**src/mcm_pkg.sv**
```systemverilog
`timescale 1ns / 1ps

package mcm_pkg;

    // Item function codes
    localparam logic FUNC_LOAD  = 1'b0;
    localparam logic FUNC_EVENT = 1'b1;

    // MIDI message kinds
    localparam logic [1:0] KIND_OTHER    = 2'd0;
    localparam logic [1:0] KIND_NOTE_ON  = 2'd1;
    localparam logic [1:0] KIND_NOTE_OFF = 2'd2;
    localparam logic [1:0] KIND_CC       = 2'd3;

    // Mapping modes
    localparam logic [1:0] MODE_BUTTON   = 2'd0;
    localparam logic [1:0] MODE_ABSOLUTE = 2'd1;
    localparam logic [1:0] MODE_REL_TWOS = 2'd2;
    localparam logic [1:0] MODE_REL_OFS  = 2'd3;

    // Configuration register indexes
    localparam logic REG_ENTRIES_IN_USE = 1'b0;
    localparam logic REG_PICKUP_TOL     = 1'b1;

    localparam logic [15:0] TOL_RESET = 16'd1311;
    localparam logic [16:0] ONE_Q15   = 17'd32768;
    localparam logic [6:0]  RAW_FULL  = 7'd127;

    typedef struct packed {
        logic               func;
        logic [3:0]         slot;
        logic [1:0]         kind;
        logic [4:0]         channel;
        logic [6:0]         number;
        logic [6:0]         raw_value;
        logic [15:0]        current_value;
        logic [1:0]         map_mode;
        logic               map_inverted;
        logic signed [15:0] map_minimum;
        logic signed [15:0] map_maximum;
        logic [7:0]         param_id;
    } t_in_item;

    typedef struct packed {
        logic [7:0]         target_param;
        logic signed [15:0] target_value;
    } t_out_item;

    typedef struct packed {
        logic [4:0]         channel;
        logic [6:0]         number;
        logic               is_note;
        logic [1:0]         mode;
        logic               inverted;
        logic signed [15:0] minimum;
        logic signed [15:0] maximum;
        logic [7:0]         param;
    } t_map_entry;

    typedef enum logic [2:0] {
        ST_IDLE,
        ST_READ,
        ST_CHECK,
        ST_NORM,
        ST_MUL,
        ST_SCALE
    } t_state;

    // Controller to datapath
    typedef struct packed {
        logic accept;
        logic start;
        logic read;
        logic next;
        logic norm;
        logic mul;
        logic emit;
    } t_dp_cmd;

    // Datapath to controller
    typedef struct packed {
        logic event_go;
        logic match;
        logic last;
        logic blocked;
        logic out_free;
    } t_dp_status;

    // round(a * 32768 / 127) for |a| <= 128, as 258*|a| + (2*|a| + 63) / 127
    function automatic logic signed [17:0] to_q15(input logic signed [7:0] a);
        logic [7:0]  mag;
        logic [9:0]  v;
        logic [17:0] q;
        mag = a[7] ? 8'(-a) : 8'(a);
        v   = {1'b0, mag, 1'b0} + 10'd63;
        q   = 18'(mag) * 18'd258;
        if (v >= 10'd254) begin
            q = q + 18'd2;
        end else if (v >= 10'd127) begin
            q = q + 18'd1;
        end
        return a[7] ? $signed(-q) : $signed(q);
    endfunction

endpackage

```
**src/mcm_ctrl.sv**
```systemverilog
`timescale 1ns / 1ps

module mcm_ctrl (
    input  logic                i_clk,
    input  logic                i_rst_n,
    input  logic                i_in_valid,
    input  mcm_pkg::t_dp_status i_status,
    output mcm_pkg::t_dp_cmd    o_cmd,
    output logic                o_in_stall
);

    mcm_pkg::t_state r_state;
    mcm_pkg::t_state n_state;

    // State register
    always_ff @(posedge i_clk) begin
        if (!i_rst_n) begin
            r_state <= mcm_pkg::ST_IDLE;
        end else begin
            r_state <= n_state;
        end
    end

    // Next state
    always_comb begin
        n_state = r_state;
        case (r_state)
            mcm_pkg::ST_IDLE: begin
                if (i_in_valid && i_status.event_go) begin
                    n_state = mcm_pkg::ST_READ;
                end
            end
            mcm_pkg::ST_READ: begin
                n_state = mcm_pkg::ST_CHECK;
            end
            mcm_pkg::ST_CHECK: begin
                if (i_status.match) begin
                    n_state = mcm_pkg::ST_NORM;
                end else if (i_status.last) begin
                    n_state = mcm_pkg::ST_IDLE;
                end else begin
                    n_state = mcm_pkg::ST_READ;
                end
            end
            mcm_pkg::ST_NORM: begin
                n_state = i_status.blocked ? mcm_pkg::ST_IDLE : mcm_pkg::ST_MUL;
            end
            mcm_pkg::ST_MUL: begin
                n_state = mcm_pkg::ST_SCALE;
            end
            mcm_pkg::ST_SCALE: begin
                if (i_status.out_free) begin
                    n_state = mcm_pkg::ST_IDLE;
                end
            end
            default: begin
                n_state = mcm_pkg::ST_IDLE;
            end
        endcase
    end

    // Commands
    always_comb begin
        o_cmd      = '0;
        o_in_stall = 1'b1;
        case (r_state)
            mcm_pkg::ST_IDLE: begin
                o_in_stall   = 1'b0;
                o_cmd.accept = i_in_valid;
                o_cmd.start  = i_in_valid && i_status.event_go;
            end
            mcm_pkg::ST_READ: begin
                o_cmd.read = 1'b1;
            end
            mcm_pkg::ST_CHECK: begin
                o_cmd.next = !i_status.match && !i_status.last;
            end
            mcm_pkg::ST_NORM: begin
                o_cmd.norm = !i_status.blocked;
            end
            mcm_pkg::ST_MUL: begin
                o_cmd.mul = 1'b1;
            end
            mcm_pkg::ST_SCALE: begin
                o_cmd.emit = i_status.out_free;
            end
            default: begin
                o_cmd = '0;
            end
        endcase
    end

endmodule

```
**src/mcm_datapath.sv**
```systemverilog
`timescale 1ns / 1ps

module mcm_datapath #(
    parameter int TABLE_DEPTH = 16
) (
    input  logic                i_clk,
    input  logic                i_rst_n,
    input  mcm_pkg::t_in_item   i_in_item,
    input  logic                i_cfg_wr_en,
    input  logic                i_cfg_index,
    input  logic [15:0]         i_cfg_wr_data,
    input  mcm_pkg::t_dp_cmd    i_cmd,
    output mcm_pkg::t_dp_status o_status,
    output logic                o_out_valid,
    input  logic                i_out_stall,
    output mcm_pkg::t_out_item  o_out_item
);

    localparam int AW = (TABLE_DEPTH > 1) ? $clog2(TABLE_DEPTH) : 1;
    localparam int CW = $clog2(TABLE_DEPTH + 1);

    logic [4:0]               r_entries_in_use;
    logic [15:0]              r_pickup_tol;
    mcm_pkg::t_map_entry      r_mem [TABLE_DEPTH];
    logic [TABLE_DEPTH-1:0]   r_flags;
    logic [CW-1:0]            r_idx;
    logic [4:0]               r_chan;
    logic [6:0]               r_num;
    logic                     r_is_note;
    logic [6:0]               r_raw;
    logic [15:0]              r_cur;
    mcm_pkg::t_map_entry      r_ent;
    logic                     r_flag;
    logic [15:0]              r_n;
    logic signed [16:0]       r_diff;
    logic signed [33:0]       r_prod;
    logic                     r_out_valid;
    mcm_pkg::t_out_item       r_out_item;

    logic [CW-1:0]            count_eff;
    logic                     wr_en;
    logic [AW-1:0]            wr_addr;
    logic [AW-1:0]            rd_addr;
    mcm_pkg::t_map_entry      wr_entry;
    logic                     in_is_note;
    logic [15:0]              n_abs;
    logic signed [7:0]        delta;
    logic signed [17:0]       rel_q;
    logic signed [18:0]       rel_sum;
    logic [15:0]              n_rel;
    logic signed [17:0]       pick_d;
    logic [16:0]              pick_mag;
    logic [15:0]              n_sel;
    logic [15:0]              n_fin;
    logic                     set_flag;
    logic signed [34:0]       rounded;
    logic signed [34:0]       scaled;

    // Configuration registers
    always_ff @(posedge i_clk) begin
        if (!i_rst_n) begin
            r_entries_in_use <= 5'd0;
            r_pickup_tol     <= mcm_pkg::TOL_RESET;
        end else if (i_cfg_wr_en) begin
            case (i_cfg_index)
                mcm_pkg::REG_ENTRIES_IN_USE: r_entries_in_use <= i_cfg_wr_data[4:0];
                mcm_pkg::REG_PICKUP_TOL:     r_pickup_tol     <= i_cfg_wr_data;
                default: begin
                end
            endcase
        end
    end

    // Clamp search bound to table depth
    always_comb begin
        if (32'(r_entries_in_use) > TABLE_DEPTH) begin
            count_eff = CW'(TABLE_DEPTH);
        end else begin
            count_eff = CW'(r_entries_in_use);
        end
    end

    assign in_is_note = (i_in_item.kind == mcm_pkg::KIND_NOTE_ON) ||
                        (i_in_item.kind == mcm_pkg::KIND_NOTE_OFF);

    // Load item decode
    assign wr_en   = i_cmd.accept && (i_in_item.func == mcm_pkg::FUNC_LOAD) &&
                     (32'(i_in_item.slot) < TABLE_DEPTH);
    assign wr_addr = AW'(i_in_item.slot);
    assign rd_addr = r_idx[AW-1:0];

    always_comb begin
        wr_entry.channel  = i_in_item.channel;
        wr_entry.number   = i_in_item.number;
        wr_entry.is_note  = in_is_note;
        wr_entry.mode     = i_in_item.map_mode;
        wr_entry.inverted = i_in_item.map_inverted;
        wr_entry.minimum  = i_in_item.map_minimum;
        wr_entry.maximum  = i_in_item.map_maximum;
        wr_entry.param    = i_in_item.param_id;
    end

    // Mapping table: one write, one registered read
    always_ff @(posedge i_clk) begin
        if (wr_en) begin
            r_mem[wr_addr] <= wr_entry;
        end
        if (i_cmd.read) begin
            r_ent <= r_mem[rd_addr];
        end
    end

    // Pickup flags: clear on load, set on first pickup
    always_ff @(posedge i_clk) begin
        if (!i_rst_n) begin
            r_flags <= '0;
        end else begin
            if (wr_en) begin
                r_flags[wr_addr] <= 1'b0;
            end
            if (i_cmd.norm && set_flag) begin
                r_flags[rd_addr] <= 1'b1;
            end
        end
    end

    // Capture event and walk slot index
    always_ff @(posedge i_clk) begin
        if (i_cmd.start) begin
            r_chan    <= i_in_item.channel;
            r_num     <= i_in_item.number;
            r_is_note <= in_is_note;
            r_cur     <= i_in_item.current_value;
            if (in_is_note) begin
                r_raw <= (i_in_item.kind == mcm_pkg::KIND_NOTE_ON) ? mcm_pkg::RAW_FULL : 7'd0;
            end else begin
                r_raw <= i_in_item.raw_value;
            end
        end
        if (i_cmd.read) begin
            r_flag <= r_flags[rd_addr];
        end
    end

    always_ff @(posedge i_clk) begin
        if (!i_rst_n) begin
            r_idx <= '0;
        end else if (i_cmd.start) begin
            r_idx <= '0;
        end else if (i_cmd.next) begin
            r_idx <= r_idx + CW'(1);
        end
    end

    // Normalize according to mode
    always_comb begin
        n_abs = 16'(mcm_pkg::to_q15($signed({1'b0, r_raw})));
        if (r_ent.mode == mcm_pkg::MODE_REL_TWOS) begin
            delta = $signed({r_raw[6], r_raw});
        end else begin
            delta = $signed({1'b0, r_raw}) - 8'sd64;
        end
        rel_q   = mcm_pkg::to_q15(delta);
        rel_sum = $signed({3'b000, r_cur}) + 19'(rel_q);
        if (rel_sum < 0) begin
            n_rel = 16'd0;
        end else if (rel_sum > $signed({2'b00, mcm_pkg::ONE_Q15})) begin
            n_rel = 16'(mcm_pkg::ONE_Q15);
        end else begin
            n_rel = rel_sum[15:0];
        end
        pick_d   = $signed({2'b00, n_abs}) - $signed({2'b00, r_cur});
        pick_mag = pick_d[17] ? 17'(-pick_d) : pick_d[16:0];
        case (r_ent.mode)
            mcm_pkg::MODE_BUTTON:   n_sel = (r_raw != 7'd0) ? 16'(mcm_pkg::ONE_Q15) : 16'd0;
            mcm_pkg::MODE_ABSOLUTE: n_sel = n_abs;
            default:                n_sel = n_rel;
        endcase
        n_fin    = r_ent.inverted ? 16'(mcm_pkg::ONE_Q15 - {1'b0, n_sel}) : n_sel;
        set_flag = (r_ent.mode == mcm_pkg::MODE_ABSOLUTE) && !r_flag;
    end

    // Hold normalized value and span, then multiply
    always_ff @(posedge i_clk) begin
        if (i_cmd.norm) begin
            r_n    <= n_fin;
            r_diff <= $signed({r_ent.maximum[15], r_ent.maximum}) -
                      $signed({r_ent.minimum[15], r_ent.minimum});
        end
        if (i_cmd.mul) begin
            r_prod <= $signed({1'b0, r_n}) * r_diff;
        end
    end

    // Round to nearest, floor shift, offset by minimum
    assign rounded = $signed({r_prod[33], r_prod}) + 35'sd16384;
    assign scaled  = rounded >>> 15;

    // Output register
    always_ff @(posedge i_clk) begin
        if (!i_rst_n) begin
            r_out_valid <= 1'b0;
        end else if (i_cmd.emit) begin
            r_out_valid <= 1'b1;
        end else if (!i_out_stall) begin
            r_out_valid <= 1'b0;
        end
    end

    always_ff @(posedge i_clk) begin
        if (i_cmd.emit) begin
            r_out_item.target_param <= r_ent.param;
            r_out_item.target_value <= r_ent.minimum + $signed(scaled[15:0]);
        end
    end

    // Status to controller
    always_comb begin
        o_status.event_go = (i_in_item.func == mcm_pkg::FUNC_EVENT) &&
                            (i_in_item.kind != mcm_pkg::KIND_OTHER) &&
                            (count_eff != '0);
        o_status.match    = (r_ent.channel == r_chan) && (r_ent.number == r_num) &&
                            (r_ent.is_note == r_is_note);
        o_status.last     = ((r_idx + CW'(1)) == count_eff);
        o_status.blocked  = set_flag && (pick_mag > {1'b0, r_pickup_tol});
        o_status.out_free = !r_out_valid || !i_out_stall;
    end

    assign o_out_valid = r_out_valid;
    assign o_out_item  = r_out_item;

endmodule

```
**src/midi_control_mapper_core.sv**
```systemverilog
`timescale 1ns / 1ps

// MIDI control mapper.
// Input channel (i_in_valid / o_in_stall / i_in_item) carries load items, which
// write one mapping slot, and MIDI event items. Output channel (o_out_valid /
// i_out_stall / o_out_item) carries at most one result per event: the target
// parameter and its scaled value. Registers are written on i_cfg_wr_en with
// i_cfg_index and i_cfg_wr_data; the user must write them only while the
// block is idle, as the block itself does not enforce this. A load item
// leaves the block ready again the next cycle. An event searches slots from
// zero upward through ST_READ (registered table read) and ST_CHECK (compare);
// a match goes on through ST_NORM, ST_MUL and ST_SCALE for normalizing, the
// multiply and the final scaling, unless the pickup check in ST_NORM blocks
// it, which ends the event with no result. Reset clears the pickup flags, the
// entries-in-use register and the output valid and sets the pickup tolerance
// to TOL_RESET; mapping slots hold garbage until loaded. A result waiting
// under i_out_stall does not block new items; a second result waits in its
// last step until the output register frees up, and the input stalls meanwhile.

module midi_control_mapper_core #(
    parameter int TABLE_DEPTH = 16
) (
    input  logic               i_clk,
    input  logic               i_rst_n,
    input  logic               i_in_valid,
    output logic               o_in_stall,
    input  mcm_pkg::t_in_item  i_in_item,
    output logic               o_out_valid,
    input  logic               i_out_stall,
    output mcm_pkg::t_out_item o_out_item,
    input  logic               i_cfg_wr_en,
    input  logic               i_cfg_index,
    input  logic [15:0]        i_cfg_wr_data
);

    mcm_pkg::t_dp_cmd    cmd;
    mcm_pkg::t_dp_status status;

    // Sequencer
    mcm_ctrl u_ctrl (
        .i_clk      (i_clk),
        .i_rst_n    (i_rst_n),
        .i_in_valid (i_in_valid),
        .i_status   (status),
        .o_cmd      (cmd),
        .o_in_stall (o_in_stall)
    );

    // Table, arithmetic and output register
    mcm_datapath #(
        .TABLE_DEPTH (TABLE_DEPTH)
    ) u_datapath (
        .i_clk         (i_clk),
        .i_rst_n       (i_rst_n),
        .i_in_item     (i_in_item),
        .i_cfg_wr_en   (i_cfg_wr_en),
        .i_cfg_index   (i_cfg_index),
        .i_cfg_wr_data (i_cfg_wr_data),
        .i_cmd         (cmd),
        .o_status      (status),
        .o_out_valid   (o_out_valid),
        .i_out_stall   (i_out_stall),
        .o_out_item    (o_out_item)
    );

endmodule

```
**config.mk**
```make
export PLATFORM = sky130hd
export DESIGN_NAME = midi_control_mapper_core
export DESIGN_NICKNAME = d
export VERILOG_FILES = /design/src/mcm_pkg.sv /design/src/mcm_ctrl.sv /design/src/mcm_datapath.sv /design/src/midi_control_mapper_core.sv
export SDC_FILE = /design/constraint.sdc
export NUM_CORES = 2
export LEC_CHECK = 0
export BUFFER_PORTS_ARGS = -buffer_cell sky130_fd_sc_hd__buf_2
export CAP_MARGIN = 20
export CORE_ASPECT_RATIO = 0.9
export CORE_MARGIN = 3
export CORE_UTILIZATION = 25
export CTS_BUF_LIST = sky130_fd_sc_hd__clkbuf_4
export DETAILED_ROUTE_END_ITERATION = 8
export HOLD_SLACK_MARGIN = 0.1
export PLACE_DENSITY = 0.38
export RECOVER_POWER = 100
export SYNTH_ARGS = -nofsm -noshare
export SYNTH_HDL_FRONTEND = slang
export SYNTH_SLANG_ARGS = --single-unit
```
**constraint.sdc**
```tcl
create_clock -name i_clk -period 10.2 [get_ports i_clk]
set_clock_uncertainty 0.15 [all_clocks]
set_input_delay 2.04 -clock i_clk [delete_from_list [all_inputs] [get_ports i_clk]]
set_output_delay 2.04 -clock i_clk [all_outputs]
set_load 0.02 [all_outputs]
```
==> flow_summary.json <==
{
  "path_clk_slew_ps": 60,
  "status": "finished, violations left",
  "arrival_ps": 9820,
  "max_slew_margin_pct": -316,
  "ys_seq_elements": 1109,
  "postSynthNetCount": 4050,
  "drive_above_1_share_pct": 21.7,
  "p_leak_uw": 0.0220,
  "critPathBufInv": 4,
  "netlist_top_cells_count": "edfxtp_1, inv_1, mux4_2",
  "synth_top_family_by_area": "adder cells",
  "synth-simple-area-share_pct": 6.91,
  "cts_setup_buffers": 0,
  "cts_buffers": 333,
  "post_cts_resized": 0,
  "finalMaxSlewViolations": 1346,
  "crit_type": "flop to flop",
  "grt_max_degree": 110,
  "die_y_microns": 453,
  "antenna_found_initial": 28,
  "fin_setup_tns_ps": 0,
  "vdd_ir_drop_max_uv": 101,
  "cts_tree": "built",
  "synthArstFlopShare_pct": 0,
  "root_buffer": "clkbuf_4",
  "cpMostUsedCell": "ha_1",
  "drt-wirelength-per-cell_microns": 22.4,
  "clockBufferDepth": 4,
  "period_needed_ps": 9150,
  "synth-seq-area-share_pct": 59.1,
  "die-area_sq_mm": 0.228,
  "synth-xor-area-share_pct": 2.41,
  "die_w_microns": 503,
  "power-per-cell-area_mw_per_mm2": 163,
  "synth_compound_area_share_pct": 4.25,
  "timing.final.crit_share_pct": 89.7,
  "cp_slowest_cell": "edfxtp_1",
  "yosysWarnings": 0,
  "drv_cap": 41,
  "ioPinCount": 133,
  "track_usage_pct": 14.0,
  "crit_fanout": 14,
  "gr-total-overflow": 0,
  "critPathLaunch": "u_datapath.r_raw[1]",
  "cts_hold_buf": 0,
  "cp_top_family": "compound AO/OA/AOI/OAI gates",
  "max_freq_mhz": 109,
  "rsz0062_at_grt": "no",
  "min_from": "u_datapath.r_ent[3]",
  "synthAdderAreaFrac_pct": 12.2,
  "min_path_type": "flop to flop",
  "hold_slack_ps": 260,
  "io_buffer_count": 132,
  "grt_pass1_wl_microns": 235000,
  "setup_viol": 0,
  "drc": 0,
  "startpoint_type": "flop",
  "synth.most_common_cell": "edfxtp_1",
  "hold_viol": 0,
  "gp_congestion": 0.770,
  "core_area_sq_mm": 0.220,
  "yosys_most_used_dff": "edfxtp_1",
  "netlist_instances": 3528,
  "grt_pass1_vias": 34600,
  "place_hpwl_microns": 95900,
  "synth-edff-count": 1063,
  "clkSinkCount": 1109,
  "detail-route-antenna-nets": 0,
  "crit_required_ps": 10880,
  "insertion_delay_ps": 1250,
  "synth_top_cells_by_area": "edfxtp_1, mux4_2, fa_1, ha_1, inv_1",
  "synth_mux_area_share_pct": 11.8,
  "vias": 31400,
  "htree_num_levels": 5,
  "drt_iter0_markers": 1931,
  "synth.top_cell.area_share_pct": 57.5,
  "max_stage_delay_ps": 660,
  "vias_per_cell": 4.46,
  "firstDrtPassIters": 5,
  "design.final.nets": 4438,
  "yosys.cell_types.count": 95,
  "start_util_pct": 25.2,
  "worstMarginPinSlew_ps": 6240,
  "worstSetupEndpointType": "flop",
  "synth_area_leader_cell": "edfxtp_1",
  "drt-total-wl_microns": 158000,
  "syn_to_final_growth_pct": 14.4,
  "row_count": 163,
  "syn_area_per_cell_sq_um": 15.7,
  "rrSetupSlack_ps": 1050,
  "violations": "capacitance limit, slew limit",
  "synth_area_sq_mm": 0.0555,
  "regToRegStartpoint": "u_datapath.r_raw[1]"
}
## routing by layer
metal | vias to the layer above | wire length [microns] | share of wire (%) | GRT usage (%)
met4 | 18 | 3210 | 2.0 | 3.78
met1 | 16300 | 71100 | 45 | 18.5
met2 | 624 | 77200 | 49 | 23.4
li1 | 14100 | - | - | -
met5 | - | 118 | 0.075 | 0
met3 | 290 | 6200 | 3.9 | 2.82
## report_power, final
group,internal (uW),leakage (uW),switching [uW],total (uW)
combinational,430,0.00957,648,1080
sequential,5080,0.00996,42.8,5130
clock,2250,0.00243,1910,4150
## state kept, by name (all words and copies together) (netlist names), 3 cells and up
name / flops
u_datapath.r_diff: 17
u_datapath.r_mem: 896
u_datapath.r_ent: 56
u_datapath.r_num: 7
u_datapath.r_cur: 16
u_datapath.r_pickup_tol: 16
u_datapath.r_chan: 5
u_datapath.r_prod: 17
u_datapath.r_idx: 5
u_datapath.r_flags: 16
u_datapath.r_raw: 7
u_datapath.o_out_item: 24
u_ctrl.r_state: 3
u_datapath.r_entries_in_use: 5
u_datapath.r_n: 16
## layout make-up
| type | count | area, sq um |
|---|---|---|
| Fill cell | 22200 | 156000 |
| Sequential cell | 1109 | 32900 |
| Multi-Input combinational cell | 1948 | 20900 |
| Clock buffer | 482 | 3620 |
| Tap cell | 2887 | 3610 |
| Inverter | 334 | 1250 |
| Timing Repair Buffer | 190 | 860 |
| Clock inverter | 77 | 405 |
| Antenna cell | 9 | 22.5 |
## stage by stage
| step | cell area, sq um | power (uW) | util (%) | cells | setup WS (ps) |
|---|---|---|---|---|---|
| 5_1_grt | 63500 | 11000 | 28.9 | 7031 | 335 |
| 3_5_place_dp | 59900 | 6330 | 27.2 | 6467 | 1570 |
| 3_3_place_gp | 59900 | 6330 | 27.2 | 6467 | 1520 |
| 4_1_cts | 63900 | 10600 | 29.0 | 7026 | 1440 |
| 2_1_floorplan | 55500 | 5950 | - | 3528 | 1520 |
| 6_report | 63600 | 10400 | 28.9 | 7036 | 1050 |
## placed cells by master, fill, tap and decap left out, types with 58 or more instances in the layout
cell type / n
nand2_1: 241
xnor2_1: 105
nor2_1: 113
and2_1: 158
clkbuf_1: 124
a21oi_1: 65
mux4_2: 285
edfxtp_1: 1063
ha_1: 203
inv_1: 333
clkbuf_4: 483
clkinv_1: 58
fa_1: 212
o21ai_0: 60
## kinds of logic after synthesis
group | Yosys count
buf+inv | 471
flops | 1109
xor+xnor | 151
simple gates | 752
compound gates | 329
mux | 300
other cells | 1
fa+ha+maj | 415
## worst reg2reg max path: cells and delay by family, from the launching register on
family	cells	cell delay [ps]
adders and majority gates	4	1050
xor gates and xnor gates	3	500
AOI/OAI and AO/OA	14	3230
DFF	1	660
and+or+nand+nor	8	2090
buffers and inverters	4	1110
## path summary, 6_finish.rpt
kind,cells past startpoint,endpoint
min reg2reg,0,u_datapath.o_out_item[19]
max,33,u_datapath.r_n[14]
max reg2reg,33,u_datapath.r_n[14]
min,0,u_datapath.o_out_item[19]
Power figures use the tool's default switching activity.
